===== config.mk =====
export PLATFORM = sky130hd
export DESIGN_NAME = i2c_master_transaction_sequencer
export DESIGN_NICKNAME = d
export VERILOG_FILES = /design/src/rtl/core/i2cms_pkg.sv /design/src/rtl/core/i2cms_in_reg.sv /design/src/rtl/core/i2cms_buf.sv /design/src/rtl/core/i2cms_seq.sv /design/src/rtl/core/i2c_master_transaction_sequencer.sv
export SDC_FILE = /design/constraint.sdc
export NUM_CORES = 1
export LEC_CHECK = 0
export BUFFER_PORTS_ARGS = -buffer_cell sky130_fd_sc_hd__buf_2
export CAP_MARGIN = 0
export CORE_UTILIZATION = 60
export DETAILED_ROUTE_END_ITERATION = 6
export PLACE_DENSITY = 0.76
export SETUP_SLACK_MARGIN = 0.1
export SLEW_MARGIN = 10
export SYNTH_ARGS = -nofsm -noshare
export SYNTH_HDL_FRONTEND = slang
export SYNTH_HIERARCHICAL = 1
export SYNTH_SLANG_ARGS = --single-unit

===== constraint.sdc =====
create_clock -name aclk -period 6.5 [get_ports aclk]
set_input_delay 0.325 -clock aclk [delete_from_list [all_inputs] [get_ports aclk]]
set_output_delay 0.325 -clock aclk [all_outputs]
set_load 0.005 [all_outputs]

===== src/rtl/core/i2cms_pkg.sv =====
package i2cms_pkg;

    // Depth of the byte buffer shared by write and read transfers.
    localparam int BUF_DEPTH = 32;
    localparam int BUF_AW    = (BUF_DEPTH > 1) ? $clog2(BUF_DEPTH) : 1;

    localparam int S_TDATA_W = 48;
    localparam int S_TUSER_W = 2;
    localparam int M_TDATA_W = 32;

    typedef enum logic [1:0] {
        CMD_LOAD  = 2'd0,
        CMD_WRITE = 2'd1,
        CMD_READ  = 2'd2,
        CMD_EVENT = 2'd3
    } cmd_t;

    typedef enum logic [1:0] {
        ST_OK      = 2'd0,
        ST_FAILED  = 2'd1,
        ST_PENDING = 2'd2
    } status_t;

    typedef enum logic [2:0] {
        ACT_NONE  = 3'd0,
        ACT_START = 3'd1,
        ACT_STOP  = 3'd2,
        ACT_TX    = 3'd3,
        ACT_RCEN  = 3'd4,
        ACT_ACK   = 3'd5
    } act_t;

    typedef enum logic [11:0] {
        PH_IDLE      = 12'b0000_0000_0001,
        PH_SEND_SLV  = 12'b0000_0000_0010,
        PH_AFTER_SLV = 12'b0000_0000_0100,
        PH_SEND_DATA = 12'b0000_0000_1000,
        PH_RESTART   = 12'b0000_0001_0000,
        PH_START2    = 12'b0000_0010_0000,
        PH_READ_REQ  = 12'b0000_0100_0000,
        PH_FIRST_RX  = 12'b0000_1000_0000,
        PH_RX_BYTE   = 12'b0001_0000_0000,
        PH_EN_RX     = 12'b0010_0000_0000,
        PH_SUCCESS   = 12'b0100_0000_0000,
        PH_FAIL      = 12'b1000_0000_0000
    } phase_t;

    typedef struct packed {
        cmd_t       command;
        logic [7:0] dev_addr;
        logic [7:0] reg_addr;
        logic [5:0] byte_count;
        logic [4:0] buffer_index;
        logic [7:0] buffer_value;
        logic       ack_received;
        logic       bus_collision;
        logic [7:0] received_byte;
    } item_t;

    typedef struct packed {
        logic       accepted;
        status_t    status;
        act_t       bus_action;
        logic [7:0] tx_byte;
        logic       rx_valid;
        logic [4:0] rx_index;
        logic [7:0] rx_byte;
    } result_t;

    typedef struct packed {
        logic              en;
        logic [BUF_AW-1:0] addr;
        logic [7:0]        data;
    } buf_wr_t;

endpackage


===== src/rtl/core/i2cms_in_reg.sv =====
module i2cms_in_reg (
    input  logic                             aclk,
    input  logic                             aresetn,
    input  logic                             s_tvalid,
    output logic                             s_tready,
    input  logic [i2cms_pkg::S_TDATA_W-1:0]  s_tdata,
    input  logic [i2cms_pkg::S_TUSER_W-1:0]  s_tuser,
    input  logic                             advance,
    output logic                             item_valid,
    output i2cms_pkg::item_t                 item
);

    logic             valid_reg, valid_next;
    i2cms_pkg::item_t item_reg, item_next;
    logic             take;

    assign s_tready = !valid_reg || advance;
    assign take     = s_tvalid && s_tready;

    always_comb begin
        item_next               = item_reg;
        valid_next              = valid_reg;
        if (advance) begin
            valid_next = 1'b0;
        end
        if (take) begin
            valid_next                 = 1'b1;
            item_next.command          = i2cms_pkg::cmd_t'(s_tuser[1:0]);
            item_next.dev_addr         = s_tdata[7:0];
            item_next.reg_addr         = s_tdata[15:8];
            item_next.byte_count       = s_tdata[21:16];
            item_next.buffer_index     = s_tdata[26:22];
            item_next.buffer_value     = s_tdata[34:27];
            item_next.ack_received     = s_tdata[35];
            item_next.bus_collision    = s_tdata[36];
            item_next.received_byte    = s_tdata[44:37];
        end
    end

    always_ff @(posedge aclk) begin
        if (!aresetn) begin
            valid_reg <= 1'b0;
        end else begin
            valid_reg <= valid_next;
        end
    end

    always_ff @(posedge aclk) begin
        item_reg <= item_next;
    end

    assign item_valid = valid_reg;
    assign item       = item_reg;

endmodule


===== src/rtl/core/i2cms_buf.sv =====
module i2cms_buf (
    input  logic                              aclk,
    input  i2cms_pkg::buf_wr_t                wr,
    input  logic [i2cms_pkg::BUF_AW-1:0]      rd_addr,
    output logic [7:0]                        rd_data
);

    logic [7:0] mem_reg [i2cms_pkg::BUF_DEPTH];
    logic [7:0] rd_data_reg;

    // The read port returns the entry as it stands after this edge, so a write
    // to the address being read is passed straight through.
    always_ff @(posedge aclk) begin
        if (wr.en) begin
            mem_reg[wr.addr] <= wr.data;
        end
        if (wr.en && wr.addr == rd_addr) begin
            rd_data_reg <= wr.data;
        end else begin
            rd_data_reg <= mem_reg[rd_addr];
        end
    end

    assign rd_data = rd_data_reg;

endmodule


===== src/rtl/core/i2cms_seq.sv =====
module i2cms_seq (
    input  logic                          aclk,
    input  logic                          aresetn,
    input  logic                          advance,
    input  i2cms_pkg::item_t              item,
    input  logic [7:0]                    rd_data,
    output logic [i2cms_pkg::BUF_AW-1:0]  rd_addr,
    output i2cms_pkg::buf_wr_t            wr,
    output i2cms_pkg::result_t            res
);

    i2cms_pkg::phase_t  phase_reg, phase_next;
    i2cms_pkg::status_t status_reg, status_next;
    logic               is_read_reg, is_read_next;
    logic [7:0]         target_reg, target_next;
    logic [7:0]         regaddr_reg, regaddr_next;
    logic [5:0]         count_reg, count_next;
    logic [5:0]         position_reg, position_next;

    logic [7:0] pos_ext;
    logic [7:0] nxt_ext;
    logic [7:0] idx_ext;
    logic [5:0] pos_inc;
    logic       more_tx;
    logic       pos_in_buf;
    logic       idx_in_buf;
    logic       count_ok;

    // The buffer is read ahead, at the position the next word uses, so its registered data is ready for that word.
    assign pos_ext    = 8'(position_reg);
    assign nxt_ext    = 8'(position_next);
    assign idx_ext    = 8'(item.buffer_index);
    assign rd_addr    = nxt_ext[i2cms_pkg::BUF_AW-1:0];
    assign pos_inc    = position_reg + 6'd1;
    assign more_tx    = position_reg < count_reg;
    assign pos_in_buf = 9'(position_reg) < 9'(i2cms_pkg::BUF_DEPTH);
    assign idx_in_buf = 9'(item.buffer_index) < 9'(i2cms_pkg::BUF_DEPTH);
    assign count_ok   = 9'(item.byte_count) <= 9'(i2cms_pkg::BUF_DEPTH);

    always_comb begin
        phase_next    = phase_reg;
        status_next   = status_reg;
        is_read_next  = is_read_reg;
        target_next   = target_reg;
        regaddr_next  = regaddr_reg;
        count_next    = count_reg;
        position_next = position_reg;
        wr            = '0;
        res           = '0;
        res.bus_action = i2cms_pkg::ACT_NONE;

        if (advance) begin
            unique case (item.command)
                i2cms_pkg::CMD_LOAD: begin
                    if (idx_in_buf) begin
                        wr.en   = 1'b1;
                        wr.addr = idx_ext[i2cms_pkg::BUF_AW-1:0];
                        wr.data = item.buffer_value;
                    end
                end
                i2cms_pkg::CMD_WRITE, i2cms_pkg::CMD_READ: begin
                    if (status_reg != i2cms_pkg::ST_PENDING && count_ok) begin
                        res.accepted   = 1'b1;
                        res.bus_action = i2cms_pkg::ACT_START;
                        target_next    = item.dev_addr;
                        if (item.command == i2cms_pkg::CMD_READ) begin
                            regaddr_next = item.reg_addr;
                        end
                        count_next    = item.byte_count;
                        position_next = '0;
                        is_read_next  = (item.command == i2cms_pkg::CMD_READ);
                        status_next   = i2cms_pkg::ST_PENDING;
                        phase_next    = i2cms_pkg::PH_SEND_SLV;
                    end
                end
                i2cms_pkg::CMD_EVENT: begin
                    if (phase_reg != i2cms_pkg::PH_IDLE) begin
                        if (item.bus_collision) begin
                            res.bus_action = i2cms_pkg::ACT_STOP;
                            phase_next     = i2cms_pkg::PH_FAIL;
                        end else begin
                            unique case (phase_reg)
                                i2cms_pkg::PH_SEND_SLV: begin
                                    res.bus_action = i2cms_pkg::ACT_TX;
                                    res.tx_byte    = target_reg;
                                    phase_next     = i2cms_pkg::PH_AFTER_SLV;
                                end
                                i2cms_pkg::PH_AFTER_SLV, i2cms_pkg::PH_SEND_DATA: begin
                                    if (!item.ack_received) begin
                                        res.bus_action = i2cms_pkg::ACT_STOP;
                                        phase_next     = i2cms_pkg::PH_FAIL;
                                    end else if (phase_reg == i2cms_pkg::PH_AFTER_SLV
                                                 && is_read_reg) begin
                                        res.bus_action = i2cms_pkg::ACT_TX;
                                        res.tx_byte    = regaddr_reg;
                                        phase_next     = i2cms_pkg::PH_RESTART;
                                    end else if (more_tx) begin
                                        res.bus_action = i2cms_pkg::ACT_TX;
                                        res.tx_byte    = rd_data;
                                        position_next  = pos_inc;
                                        phase_next     = i2cms_pkg::PH_SEND_DATA;
                                    end else begin
                                        res.bus_action = i2cms_pkg::ACT_STOP;
                                        phase_next     = i2cms_pkg::PH_SUCCESS;
                                    end
                                end
                                i2cms_pkg::PH_RESTART: begin
                                    res.bus_action = i2cms_pkg::ACT_STOP;
                                    phase_next     = i2cms_pkg::PH_START2;
                                end
                                i2cms_pkg::PH_START2: begin
                                    res.bus_action = i2cms_pkg::ACT_START;
                                    phase_next     = i2cms_pkg::PH_READ_REQ;
                                end
                                i2cms_pkg::PH_READ_REQ: begin
                                    res.bus_action = i2cms_pkg::ACT_TX;
                                    res.tx_byte    = target_reg + 8'd1;
                                    phase_next     = i2cms_pkg::PH_FIRST_RX;
                                end
                                i2cms_pkg::PH_FIRST_RX: begin
                                    if (item.ack_received) begin
                                        res.bus_action = i2cms_pkg::ACT_RCEN;
                                        phase_next     = i2cms_pkg::PH_RX_BYTE;
                                    end else begin
                                        res.bus_action = i2cms_pkg::ACT_STOP;
                                        phase_next     = i2cms_pkg::PH_FAIL;
                                    end
                                end
                                i2cms_pkg::PH_RX_BYTE: begin
                                    if (pos_in_buf) begin
                                        wr.en        = 1'b1;
                                        wr.addr      = pos_ext[i2cms_pkg::BUF_AW-1:0];
                                        wr.data      = item.received_byte;
                                        res.rx_valid = 1'b1;
                                        res.rx_index = position_reg[4:0];
                                        res.rx_byte  = item.received_byte;
                                    end
                                    position_next = pos_inc;
                                    if (pos_inc < count_reg) begin
                                        res.bus_action = i2cms_pkg::ACT_ACK;
                                        phase_next     = i2cms_pkg::PH_EN_RX;
                                    end else begin
                                        res.bus_action = i2cms_pkg::ACT_STOP;
                                        phase_next     = i2cms_pkg::PH_SUCCESS;
                                    end
                                end
                                i2cms_pkg::PH_EN_RX: begin
                                    res.bus_action = i2cms_pkg::ACT_RCEN;
                                    phase_next     = i2cms_pkg::PH_RX_BYTE;
                                end
                                i2cms_pkg::PH_SUCCESS: begin
                                    status_next = i2cms_pkg::ST_OK;
                                    phase_next  = i2cms_pkg::PH_IDLE;
                                end
                                i2cms_pkg::PH_FAIL: begin
                                    status_next = i2cms_pkg::ST_FAILED;
                                    phase_next  = i2cms_pkg::PH_IDLE;
                                end
                                default: begin
                                    phase_next = i2cms_pkg::PH_IDLE;
                                end
                            endcase
                        end
                    end
                end
                default: begin
                end
            endcase
        end
        res.status = status_next;
    end

    always_ff @(posedge aclk) begin
        if (!aresetn) begin
            phase_reg    <= i2cms_pkg::PH_IDLE;
            status_reg   <= i2cms_pkg::ST_OK;
            is_read_reg  <= 1'b0;
            target_reg   <= '0;
            regaddr_reg  <= '0;
            count_reg    <= '0;
            position_reg <= '0;
        end else begin
            phase_reg    <= phase_next;
            status_reg   <= status_next;
            is_read_reg  <= is_read_next;
            target_reg   <= target_next;
            regaddr_reg  <= regaddr_next;
            count_reg    <= count_next;
            position_reg <= position_next;
        end
    end

endmodule


===== src/rtl/core/i2c_master_transaction_sequencer.sv =====
// Flow: a word taken into the input register is processed when the result
// register is empty or being emptied, and its result is loaded there for m_tvalid.
// Throughput: one word per cycle while m_tready stays high; when a result waits
// for m_tready, the input register still takes one more word.
// Reset: aresetn is synchronous and active low; it returns the sequencer to idle
// with status success, while the byte buffer keeps its contents until written.
module i2c_master_transaction_sequencer (
    input  logic                             aclk,
    input  logic                             aresetn,
    input  logic                             s_tvalid,
    output logic                             s_tready,
    // From bit 0: dev_addr[7:0], reg_addr[15:8], byte_count[21:16],
    // buffer_index[26:22], buffer_value[34:27], ack_received[35],
    // bus_collision[36], received_byte[44:37], zero padding[47:45].
    input  logic [i2cms_pkg::S_TDATA_W-1:0]  s_tdata,
    // From bit 0: command[1:0] (load, start write, start read, bus event).
    input  logic [i2cms_pkg::S_TUSER_W-1:0]  s_tuser,
    output logic                             m_tvalid,
    input  logic                             m_tready,
    // From bit 0: accepted[0], status[2:1], bus_action[5:3], tx_byte[13:6],
    // rx_valid[14], rx_index[19:15], rx_byte[27:20], zero padding[31:28].
    output logic [i2cms_pkg::M_TDATA_W-1:0]  m_tdata
);

    // The input register holds one word. It is processed in the cycle when the
    // result register is empty or is being emptied; the sequencer state and the
    // buffer update at that same edge, so the next word sees the new state.
    logic                               item_valid;
    i2cms_pkg::item_t                   item;
    logic                               advance;
    logic [i2cms_pkg::BUF_AW-1:0]       rd_addr;
    logic [7:0]                         rd_data;
    i2cms_pkg::buf_wr_t                 wr;
    i2cms_pkg::result_t                 res;

    logic                               out_valid_reg, out_valid_next;
    i2cms_pkg::result_t                 out_data_reg, out_data_next;

    assign advance = item_valid && (!out_valid_reg || m_tready);

    i2cms_in_reg u_in_reg (
        .aclk       (aclk),
        .aresetn    (aresetn),
        .s_tvalid   (s_tvalid),
        .s_tready   (s_tready),
        .s_tdata    (s_tdata),
        .s_tuser    (s_tuser),
        .advance    (advance),
        .item_valid (item_valid),
        .item       (item)
    );

    // The buffer is read ahead at the transmit position the next word
    // will use, and written either by a load word or by a received byte.
    i2cms_buf u_buf (
        .aclk    (aclk),
        .wr      (wr),
        .rd_addr (rd_addr),
        .rd_data (rd_data)
    );

    i2cms_seq u_seq (
        .aclk    (aclk),
        .aresetn (aresetn),
        .advance (advance),
        .item    (item),
        .rd_data (rd_data),
        .rd_addr (rd_addr),
        .wr      (wr),
        .res     (res)
    );

    // Result register: loaded whenever a word is processed, otherwise it holds
    // until the downstream side takes it.
    always_comb begin
        out_valid_next = out_valid_reg;
        out_data_next  = out_data_reg;
        if (m_tready) begin
            out_valid_next = 1'b0;
        end
        if (advance) begin
            out_valid_next = 1'b1;
            out_data_next  = res;
        end
    end

    always_ff @(posedge aclk) begin
        if (!aresetn) begin
            out_valid_reg <= 1'b0;
        end else begin
            out_valid_reg <= out_valid_next;
        end
    end

    always_ff @(posedge aclk) begin
        out_data_reg <= out_data_next;
    end

    assign m_tvalid = out_valid_reg;
    assign m_tdata  = {4'b0000,
                       out_data_reg.rx_byte,
                       out_data_reg.rx_index,
                       out_data_reg.rx_valid,
                       out_data_reg.tx_byte,
                       out_data_reg.bus_action,
                       out_data_reg.status,
                       out_data_reg.accepted};

    // A taken start request always opens with a start condition and leaves the
    // transfer pending.
    a_accept_starts: assert property (@(posedge aclk) disable iff (!aresetn)
        (m_tvalid && out_data_reg.accepted) |->
            (out_data_reg.bus_action == i2cms_pkg::ACT_START
             && out_data_reg.status == i2cms_pkg::ST_PENDING))
        else $error("accepted request without start or pending status");

    // A stored byte is always followed by either an acknowledge or the final stop.
    a_rx_action: assert property (@(posedge aclk) disable iff (!aresetn)
        (m_tvalid && out_data_reg.rx_valid) |->
            (out_data_reg.bus_action == i2cms_pkg::ACT_ACK
             || out_data_reg.bus_action == i2cms_pkg::ACT_STOP))
        else $error("received byte without ack or stop");

    // The input side only stalls when a word waits and the result side is full.
    a_stall_cause: assert property (@(posedge aclk) disable iff (!aresetn)
        !s_tready |-> (item_valid && out_valid_reg && !m_tready))
        else $error("input stalled without back-pressure");

    // Every processed word produces exactly one result in the next cycle.
    a_result_follows: assert property (@(posedge aclk) disable iff (!aresetn)
        advance |=> m_tvalid)
        else $error("processed word produced no result");

endmodule


Word-level counts from Yosys, hierarchy flattened
Memory sizes are Yosys's and may differ from the RTL's. A register that Yosys moved wholly into a read port is not among the register bits. Index checks and enable logic that the tools add are counted.

Add/subtract/negate cells: 2. Magnitude comparators: 4. Equality and inequality tests: 23. Muxes and demuxes: 52. Bitwise logic cells: 2. Reduce and logical (&&, ||, !) cells: 20.

Operators with widths (count): $pmux W12 S8 (1); $mux W14 (5); $mux W12 (5); $mux W11 (4); $mux W6 (6); $pmux W14 S2 (1); $mux W25 (1); $pmux W12 S2 (1); $pmux W6 S2 (2); $pmux W8 S3 (1); $mux W22 (1); $pmux W3 S7 (1); $mux W8 (2); $eq A12 B10 Y1 const B (1); $eq A12 B11 Y1 const B (1); $eq A12 B12 Y1 const B (1); $eq A12 B2 Y1 const B (1); $eq A12 B3 Y1 const B (1); $eq A12 B4 Y1 const B (1); $eq A12 B5 Y1 const B (1); $eq A12 B6 Y1 const B (1); $eq A12 B7 Y1 const B (1); $eq A12 B8 Y1 const B (1); $eq A12 B9 Y1 const B (1); 29 further kinds (61).

Register bits after elaboration: 120. Memory bits (writable): 256. Bits of input ports: 54. Output and inout port bits: 34. Logic and storage cells: 130. Memories kept: 1.

Memories: u_buf.mem_reg (words 32, width 8, read ports 1, clocked after memory_dff 1, write ports 1, line i2cms_buf.sv:8) `logic [7:0] mem_reg [i2cms_pkg::BUF_DEPTH];`.

Longest topological paths before layout
Gate-level depths: netlist of the first run.

Depth after elaboration: 9. Mapped depth: 11.

Hierarchy
Netlist of the first run, hierarchy kept.

Modules (own cells, without submodules): i2cms_buf (instances 1, cells each 414, area an instance 9993.3 µm², seq. area each 7787.5 µm²); i2cms_seq (instances 1, cells each 425, area an instance 3409.5 µm², seq. area each 860.8 µm²); i2cms_in_reg (instances 1, cells each 52, area an instance 1468.9 µm², seq. area each 1431.4 µm²); i2c_master_transaction_sequencer (instances 1, cells each 37, area an instance 922.1 µm², seq. area each 860.8 µm²).

Worst setup path before layout of the first run
OpenSTA, ideal clock, no wires.

Kind: reg-to-reg. From: register out_valid_reg, in the netlist m_tvalid. To: memory u_buf.mem_reg[18][0] (enable). Setup time: 0.370 ns. Data arrival time: 3.728 ns. Required time: 6.130 ns. Slack: 2.402 ns. Stages on the path, launching flop included: 8. Buffers on the path: 1. Clock period less this slack: 4.098 ns. Cells stage by stage: dfxtp_1 > nor2b_4 > nor2b_1 > nand2b_1 > clkbuf_1 > nor2_1 > or3b_2 > nor2_1.

RTL lines: from (decl) (line i2c_master_transaction_sequencer.sv:36) `logic out_valid_reg, out_valid_next;`; from (signal assigned) (line i2c_master_transaction_sequencer.sv:91) `out_valid_reg <= out_valid_next;`; to (decl) (line i2cms_buf.sv:8).

==> results of run 1 <==
==> report_power, final <==
| part | total, uW | switching (uW) | internal (uW) |
|---|---|---|---|
| combinational | 165 | 92.8 | 72.7 |
| sequential | 2700 | 20.2 | 2680 |
| clock | 2170 | 914 | 1260 |
==> cell families (layout without fill, tap and decap cells) <==
| kind of cell | count (synthesis) | in the layout | share of synthesized area |
|---|---|---|---|
| DFF | 381 | 381 | 0.693 |
| and+or+nand+nor | 237 | 237 | 0.0852 |
| muxes | 113 | 113 | 0.136 |
| AOI/OAI and AO/OA | 103 | 103 | 0.0460 |
| buffers and inverters | 66 | 225 | 0.0212 |
| adders and majority gates | 17 | 17 | 0.0135 |
| xor gates and xnor gates | 10 | 10 | 0.00555 |
| other | 1 | 5 | 0.000237 |
==> timing repair <==
action / 4_1_cts / 5_1_grt
endpoints found under the hold margin: 47 / 0
endpoints found under the setup margin: 0 / 0
hold buffers: 47 / 0
==> stage by stage <==
stage               utilization  power (uW)  std cells  worst slack, ns  area [sq um]
global placement          0.635        2880       1306             2.41         16500
finish                    0.702        5030       1426             2.24         18200
detailed placement        0.635        2890       1306             2.28         16500
global route              0.702        5180       1425             2.02         18200
CTS                       0.702        5060       1425             2.25         18200
floorplan                     -        2830        931             2.40         15800
==> cells in the final DEF, fill, tap and decap left out, types with 23 or more instances in the layout <==
master         count
mux4_2            80
nor2b_1           30
clkbuf_16         40
mux2i_1           24
dlygate4sd3_1     47
dfxtp_1           48
nand2_1           30
edfxtp_1         331
a22oi_1           23
buf_2             80
nor2_1            62
==> how the worst max path moves through the flow <==
| stage | endpoint | cells after the start |
|---|---|---|
| 3_5_place_dp | u_buf/mem_reg[10][2] | 9 |
| 6_report | u_buf/mem_reg[18][3] | 9 |
| 2_1_floorplan | u_buf/mem_reg[18][0] | 7 |
| 5_1_grt | u_buf/mem_reg[18][3] | 9 |
| 4_1_cts | u_buf/mem_reg[8][7] | 9 |
| 3_3_place_gp | u_buf/mem_reg[10][2] | 9 |
==> worst max-delay path, delay by kind of cell, from the launching register on <==
family,cells,cell delay (ns)
compound gates,2,0.75
flops,1,0.51
buf+inv,1,0.25
simple gates,6,2.38
==> metal layers <==
layer  up-vias  global-route usage  share of wire
li1       3930                   -              -
met5         -                   0        0.00027
met2       413               0.411           0.49
met1      4430               0.356           0.40
met4         2               0.100          0.031
met3        79              0.0533          0.078
==> layout make-up <==
| cell class | count | area [sq um] |
|---|---|---|
| inverters | 14 | 52.6 |
| well taps | 335 | 419 |
| clock buffers | 48 | 1030 |
| diodes | 1 | 2.50 |
| flip-flops and latches | 381 | 10900 |
| clock inverters | 24 | 211 |
| repair buffers | 139 | 961 |
| fillers | 1673 | 7710 |
| multi-input cells | 484 | 4570 |
==> metrics, run 1 <==
outcome complete, no violations; placed wire-length estimate 20100 microns; PostCTS Resize Cnt 0; Tmin final 4.26 ns; P per Cell Area 277 nW/um^2; Yosys top cell area share 0.629; routability cong. 0.906; Rows 59; Hold Path Sink u_in_reg/item_valid; worst stage delay on the critical path 0.66 ns; Total GRT Usage 0.259; final WL 33800 microns; worst hold start s_tvalid; top_reg_cell synth edfxtp_1; Worst-Skew Late Latency ~0.54 ns; Syn-to-layout area delta 15.2%; Vias/cell 6.21; post-route clock skew roughly 0.020 ns; crit path launch type register; CTS clk-pin slew, worst paths 0.06 ns; CP Data Arrival Time 4.42 ns; ys async rst share 0; H-tree Lvls 2; hold_ws 0.0504 ns; TritonCTS clock tree built; Synth top cells by count edfxtp_1 (331), mux4_2 (80), nor2_1 (70); leakage 0.00539 uW; Avg Synthesized Cell Area 17.0 sq um; full die area around 27000 sq um; Max Clock Freq 0.235 GHz; Syn Std Cell Area 15800 sq um; final hold vios 0; vias in the first global route 8783; Post-CTS Setup Bufs 0; vias roughly 8900; CORE AREA 25900 sq um; Pre-Repair DR Iteration Count 5; CP Launch Point u_seq/phase_reg[9]; DRT iter0 DRCs 934; post-DR wirelength/cell 23.7 microns; max FFs per register between 200 and 300; Slew headroom 0.380; r2r endpoint u_buf/mem_reg[18][3]; nets@finish 1130; die width between 150 and 200 microns; Post-Synthesis Cells between 900 and 1000; Overflow after GRT 0; Peak VDD IR 0.000323 V; # IOs slightly below 90; CP required 6.66 ns; DR DRC count 0; most frequent cell after synthesis edfxtp_1; layout cells sized above 1 0.254; setup TNS 0 ns; Synth area leader edfxtp_1; total of warnings raised by yosys 6; crit path cell chain nor4_2, a31oi_1, nand2_1, nor3_2, buf_4, a22oi_1, nor2_1, or3b_2, nor2_1; first-pass GRT wire length 51100 microns; Antenna Nets Post-Route 0; Initial Util 0.610; Slowest-stage cell, CP a31oi_1; clock sink count approximately 380; period utilization 0.656; most used cell, CP nor2_1; Die Ht 164 microns; Root Buffer clkbuf_16; Worst R2R Start u_seq/phase_reg[9]; Seq cells post-synth 381; reg2reg setup slack 2.24 ns; Post-synth EDFFs 331; max-slew violations 0; RSZ-0062 raised after global routing false; worst reg-to-reg path cell count 9; largest net degree at the start of global routing 65; hold depth 3; Clock Path Buffers 3; total CTS buffers 39; Setup CP Type register to register; antenna violations before repair 2; register area share after synthesis 0.693; I/O Buffers 80; worst hold path type input pin to register; worst-margin pin slew about 0.93 ns; crit path max fanout 14; Distinct cells, synth 78; endpoint class of the critical path register; Max-Cap Viols 0; setup violators final 0; Area contributors post-synth edfxtp_1 (63%), mux4_2 (11%), dfxtp_1 (6.3%), nor2_1 (1.7%), mux2i_1 (1.5%)
Note: power is estimated with default switching activity, not from simulation.
==> run 2: changes to the inputs <==
Settings changed: ABC_AREA set to 1, CORE_UTILIZATION 60 to 55, PLACE_DENSITY 0.76 to 0.73.
Clock period 6.5 ns to 3.85 ns, I/O delays scaled along.
==> metrics, run 2 <==
commonest non-fill, non-tap cell in the layout nand2_1 (was edfxtp_1); CTS clk-pin slew, worst paths 0.06 ns (about the same); register share of total power 0.536 (about the same); ys async rst share 0 (unchanged); setup violators final 0 (unchanged); Overflow after GRT 0 (unchanged); Seq cells post-synth 381 (unchanged); Core Util, Final 0.650 (was 0.702); Syn Std Cell Area 16400 sq um (was 15800 sq um); Yosys top cell area share 0.607 (was 0.629); final hold vios 0 (unchanged); P per Cell Area 450 nW/um^2 (was 277 nW/um^2); worst hold path type input pin to register (unchanged); TritonCTS clock tree built (unchanged); Synth top cells by count nand2_1 (481), edfxtp_1 (331), nand3_1 (234) (was edfxtp_1 (331), mux4_2 (80), nor2_1 (70)); Initial Util 0.565 (was 0.610); Slew headroom 0.199 (was 0.380); post-DR wirelength/cell 17.6 microns (was 23.7 microns); Peak VDD IR 0.000382 V (was 0.000323 V); design area 18900 sq um (was 18200 sq um); commonest non-fill, non-tap cells in the layout nand2_1 (481), edfxtp_1 (331), nand3_1 (234) (was edfxtp_1 (331), buf_2 (80), mux4_2 (80)); Antenna Nets Post-Route 0 (unchanged); Place WS 0.664 ns (was 2.28 ns); Syn-to-layout area delta 15.1% (was 15.2%); final WL 36900 microns (was 33800 microns); I/O Buffers 80 (unchanged); worst stage delay on the critical path 0.78 ns (was 0.66 ns); nets@finish 1746 (was 1130); antenna cells 0 (was 1); crit path max fanout 8 (was 14); Power, Total 8500 uW (was 5030 uW); first-pass GRT wire length 58000 microns (was 51100 microns); total of warnings raised by yosys 6 (unchanged); CP Data Arrival Time 3.40 ns (was 4.42 ns); period utilization 0.847 (was 0.656); DR DRC count 0 (unchanged); Distinct cells, synth 42 (was 78); Max-Cap Viols 0 (unchanged); Vias/cell 5.46 (was 6.21); worst-margin pin slew 1.20 ns (was 0.930 ns); clock sink count 381 (unchanged); switching power 1720 uW (was 1030 uW); Total GRT Usage 0.248 (was 0.259); Avg Synthesized Cell Area 10.7 sq um (was 17.0 sq um); top_reg_cell synth edfxtp_1 (unchanged); die width 175 microns (was 164 microns); max-slew violations 0 (unchanged); H-tree Lvls 2 (unchanged); Root Buffer clkbuf_16 (unchanged); Rows 62 (was 59); switch share 0.202 (was 0.204); max FFs per register 256 (unchanged); leakage 0.00690 uW (was 0.00539 uW); full die area 30500 sq um (was 27000 sq um); hold buffers post-CTS 49 (was 47); CP required 4.00 ns (was 6.66 ns); Pint 6780 uW (was 4010 uW); Worst Path Buf+Inv 0 (was 1); Post-synth EDFFs 331 (unchanged); Tmin final 3.26 ns (was 4.26 ns); Pre-Repair DR Iteration Count 5 (unchanged); Die Ht 175 microns (was 164 microns); largest net degree at the start of global routing 129 (was 65); Synth area leader edfxtp_1 (unchanged); clock power share 0.427 (was 0.431); antenna violations before repair 0 (was 2); Slowest-stage cell, CP nor2_1 (was a31oi_1); endpoint class of the critical path register (unchanged); Worst-Skew Late Latency 0.52 ns (was 0.54 ns); # IOs 88 (unchanged); Clock Path Buffers 3 (unchanged); routability cong. 0.888 (was 0.906); Comb pwr share 0.037 (was 0.033); final setup margin 0.591 ns (was 2.24 ns); crit path cell chain ha_1, nand3_2, nor3_4, nand2_1, a21oi_1, nand3_1, nor2_1 (was nor4_2, a31oi_1, nand2_1, nor3_2, buf_4, a22oi_1, nor2_1, or3b_2, nor2_1); RSZ-0062 raised after global routing false (unchanged); most frequent cell after synthesis nand2_1 (was edfxtp_1); Post-Synthesis Cells 1536 (was 928); outcome complete, no violations (unchanged); DRT iter0 DRCs 1085 (was 934); register area share after synthesis 0.668 (was 0.693); total CTS buffers 40 (was 39); Setup CP Type register to register (unchanged); vias in the first global route 11100 (was 8783); layout cells sized above 1 0.132 (was 0.254); placed wire-length estimate 22400 microns (was 20100 microns); crit path launch type register (unchanged); setup TNS 0 ns (unchanged); vias 11400 (was 8854); CP top delay family simple AND/OR/NAND/NOR gates (unchanged); area post-placement 17100 sq um (was 16500 sq um); Max Clock Freq 0.307 GHz (was 0.235 GHz); Post-CTS Setup Bufs 0 (unchanged); PostCTS Resize Cnt 0 (unchanged); post-route clock skew 0.0125 ns (was 0.0197 ns); CORE AREA 29000 sq um (was 25900 sq um); Area contributors post-synth edfxtp_1 (61%), nand2_1 (11%), nand3_1 (7.1%), dfxtp_1 (6.1%), nor2_1 (2.1%) (was edfxtp_1 (63%), mux4_2 (11%), dfxtp_1 (6.3%), nor2_1 (1.7%), mux2i_1 (1.5%))
## run 2: changes by cell type after synthesis, sizes merged, moves of 19 or more
cell	change
nand2	+460
buf	+19
o21ai	+23
inv	+79
a21oi	+48
a22oi	-19
mux2i	-24
nor2b	-32
mux4	-80
nor2	+34
nand3	+220
## run 2: layout make-up
type / count / area, sq um
multi-input combinational: 994 / 4650
fill: 2167 / 10100
tap: 384 / 480
clock inverter: 20 / 149
inverter: 95 / 358
timing repair buffer: 163 / 1180
clock buffer: 52 / 1100
sequential: 381 / 10900
## run 2: final timing paths
kind,cells after the start,end,from,slack [ns]
hold / removal,3,m_tvalid,aresetn,0.16
setup reg to reg,7,u_buf/mem_reg[10][5],u_in_reg/item[46],0.59
setup / recovery,7,u_buf/mem_reg[10][5],u_in_reg/item[46],0.59
hold reg to reg,2,u_seq/regaddr_reg[7],u_seq/regaddr_reg[7],0.47
## run 2: kinds of logic after synthesis
logic type,count (synthesis),synth area share
DFF,381,0.668
xor gates and xnor gates,3,0.00160
and+or+nand+nor,851,0.225
buffers and inverters,164,0.0523
other,1,0.000229
AOI/OAI and AO/OA,119,0.0402
adders and majority gates,17,0.0130
## run 2: tightest hold or removal path: cells and delay by family
kind | cells | cell delay (ns)
buffers and inverters | 2 | 0.40
AO/OA/AOI/OAI | 1 | 0.03
## run 2: power by group through the flow
| stage | logic [uW] | registers [uW] | clock network [uW] |
|---|---|---|---|
| final | 317 | 4560 | 3620 |
| after floorplan | 161 | 4640 | 0 |
| after global placement | 265 | 4640 | 0 |
| after CTS | 311 | 4550 | 3670 |
| after detailed placement | 271 | 4640 | 0 |
| after global routing | 349 | 4560 | 3830 |
## run 2: per-layer routing
layer | track usage | vias up | wire length, microns
met4 | 0.109 | 0 | 1470
met3 | 0.0409 | 104 | 2480
met2 | 0.404 | 427 | 17800
li1 | - | 5524 | -
met1 | 0.329 | 5361 | 15200
met5 | 0 | - | 0
## run 2: metrics by stage
stage          cells  hold slack (ns)
2_1_floorplan   1539            0.291
3_3_place_gp    1968            0.368
3_5_place_dp    1968            0.371
4_1_cts         2089            0.133
5_1_grt         2089            0.164
6_report        2089            0.160
==> run 3: changes to the inputs <==
Settings changed: ABC_AREA 1 to 0, CORE_UTILIZATION 55 to 60, PLACE_DENSITY 0.73 to 0.76.
Clock period 3.85 ns to 3.4 ns, I/O delays scaled along.
==> metrics, run 3 (synthesized netlist as in run 1, its figures left out) <==
crit path launch type register (unchanged); Power, Total 9680 uW (was 8500 uW); post-route clock skew 0.0152 ns (was 0.0125 ns); crit path cell chain nor4b_1, a31oi_1, nand2_1, nor3_4, nor2_1, nor2_2, or3b_2, nor2_1, buf_4 (was ha_1, nand3_2, nor3_4, nand2_1, a21oi_1, nand3_1, nor2_1); leakage 0.00573 uW (was 0.00690 uW); first-pass GRT wire length 53100 microns (was 58000 microns); CORE AREA 25900 sq um (was 29000 sq um); Pre-Repair DR Iteration Count 5 (unchanged); endpoint class of the critical path register (unchanged); TritonCTS clock tree built (unchanged); full die area 27000 sq um (was 30500 sq um); antenna violations before repair 0 (unchanged); CTS clk-pin slew, worst paths 0.06 ns (about the same); vias in the first global route 9075 (was 11100); design area 18700 sq um (was 18900 sq um); Peak VDD IR 0.000542 V (was 0.000382 V); period utilization 0.926 (was 0.847); antenna cells 0 (unchanged); die width 164 microns (was 175 microns); nets@finish 1192 (was 1746); RSZ-0062 raised after global routing false (unchanged); routability cong. 0.937 (was 0.888); CP required 3.64 ns (was 4.00 ns); Syn-to-layout area delta 18.4% (was 15.1%); Slew headroom 0.409 (was 0.199); Tmin final 3.15 ns (was 3.26 ns); DR DRC count 0 (unchanged); final hold vios 0 (unchanged); CP Data Arrival Time 3.39 ns (was 3.40 ns); Initial Util 0.610 (was 0.565); commonest non-fill, non-tap cells in the layout edfxtp_1 (331), buf_2 (80), mux4_2 (80) (was nand2_1 (481), edfxtp_1 (331), nand3_1 (234)); H-tree Lvls 2 (unchanged); Total GRT Usage 0.272 (was 0.248); Setup CP Type register to register (unchanged); setup TNS 0 ns (unchanged); Antenna Nets Post-Route 0 (unchanged); max-slew violations 0 (unchanged); post-DR wirelength/cell 24.1 microns (was 17.6 microns); clock sink count 381 (unchanged); CP top delay family simple AND/OR/NAND/NOR gates (unchanged); max FFs per register 256 (unchanged); Max Clock Freq 0.318 GHz (was 0.307 GHz); worst-margin pin slew 0.885 ns (was 1.20 ns); worst reg-to-reg path cell count 9 (was 7); DRT iter0 DRCs 845 (was 1085); P per Cell Area 518 nW/um^2 (was 450 nW/um^2); commonest non-fill, non-tap cell in the layout edfxtp_1 (was nand2_1); hold depth 2 (was 3); vias 9157 (was 11400); largest net degree at the start of global routing 49 (was 129); worst stage delay on the critical path 0.61 ns (was 0.78 ns); Slowest-stage cell, CP or3b_2 (was nor2_1); I/O Buffers 80 (unchanged); Max-Cap Viols 0 (unchanged); Post-CTS Setup Bufs 0 (unchanged); area post-placement 16900 sq um (was 17100 sq um); Overflow after GRT 0 (unchanged); most used cell, CP nor2_1; Worst Path Buf+Inv 1 (was 0); setup violators final 0 (unchanged); total CTS buffers 40 (unchanged); placed wire-length estimate 22100 microns (was 22400 microns); crit path max fanout 9 (was 8); outcome complete, no violations (unchanged); final WL 35700 microns (was 36900 microns); worst hold path type input pin to register (unchanged); # IOs 88 (unchanged); Vias/cell 6.16 (was 5.46); WP depth 9 (was 7); Die Ht 164 microns (was 175 microns); Root Buffer clkbuf_16 (unchanged); Worst-Skew Late Latency 0.53 ns (was 0.52 ns); Rows 59 (was 62); Clock Path Buffers 3 (unchanged); layout cells sized above 1 0.294 (was 0.132)
[run 3: cell types whose count changed in the layout (fill, tap and decap cells not counted), moves of 9 or more]
| cell | previous run | this run |
|---|---|---|
| buf_4 | 31 | 68 |
| inv_1 | 86 | 14 |
| a22oi_1 | 4 | 23 |
| nand3_1 | 234 | 16 |
| nor2b_1 | 0 | 30 |
| and2_1 | 0 | 17 |
| a21oi_1 | 51 | 19 |
| mux2_2 | 0 | 9 |
| nor2_1 | 92 | 61 |
| mux2i_1 | 0 | 24 |
| a21oi_2 | 14 | 0 |
| mux4_2 | 0 | 80 |
| nand2_1 | 481 | 30 |
| o21ai_0 | 36 | 11 |
[run 3: worst paths after layout]
kind / from / slack (ns) / endpoint
max reg2reg: u_seq/phase_reg[2] / 0.25 / u_buf/mem_reg[8][5]
min reg2reg: u_in_reg/item[38] / 0.50 / u_seq/target_reg[1]
min: aresetn / 0.25 / m_tvalid
max: u_seq/phase_reg[2] / 0.25 / u_buf/mem_reg[8][5]
[run 3: power breakdown]
group	internal, uW	total (uW)	switching [uW]
sequential	5120	5160	37.8
clock	2450	4190	1750
combinational	148	332	183
[run 3: through the flow]
stage,std cells,hold WS (ns),setup slack (ns),utilization
finish,1486,0.255,0.251,0.722
global placement,1365,0.347,0.320,0.654
floorplan,931,0.269,0.141,-
CTS,1486,0.241,0.102,0.721
global route,1486,0.280,0.113,0.722
detailed placement,1365,0.348,0.213,0.654
[run 3: timing repair]
| action | in CTS | in global routing |
|---|---|---|
| gates resized for setup | 0 | 3 |
| setup endpoints to repair | 0 | 196 |
| endpoints found under the hold margin | 49 | 0 |
| hold buffers | 49 | 0 |
[run 3: layer usage]
metal / vias up / share of wire / track usage
met3: 81 / 0.075 / 0.0452
met5: - / 0 / 0
met2: 411 / 0.51 / 0.460
met1: 4613 / 0.39 / 0.356
li1: 4052 / - / -
met4: 0 / 0.028 / 0.0964
[run 3: final cells by class]
class,count,area (sq um)
inverters,14,52.6
clock buffers,49,1060
clock inverters,23,199
repair buffers,200,1460
multi-input cells,484,4570
flip-flops and latches,381,10900
fillers,1584,7210
well taps,335,419
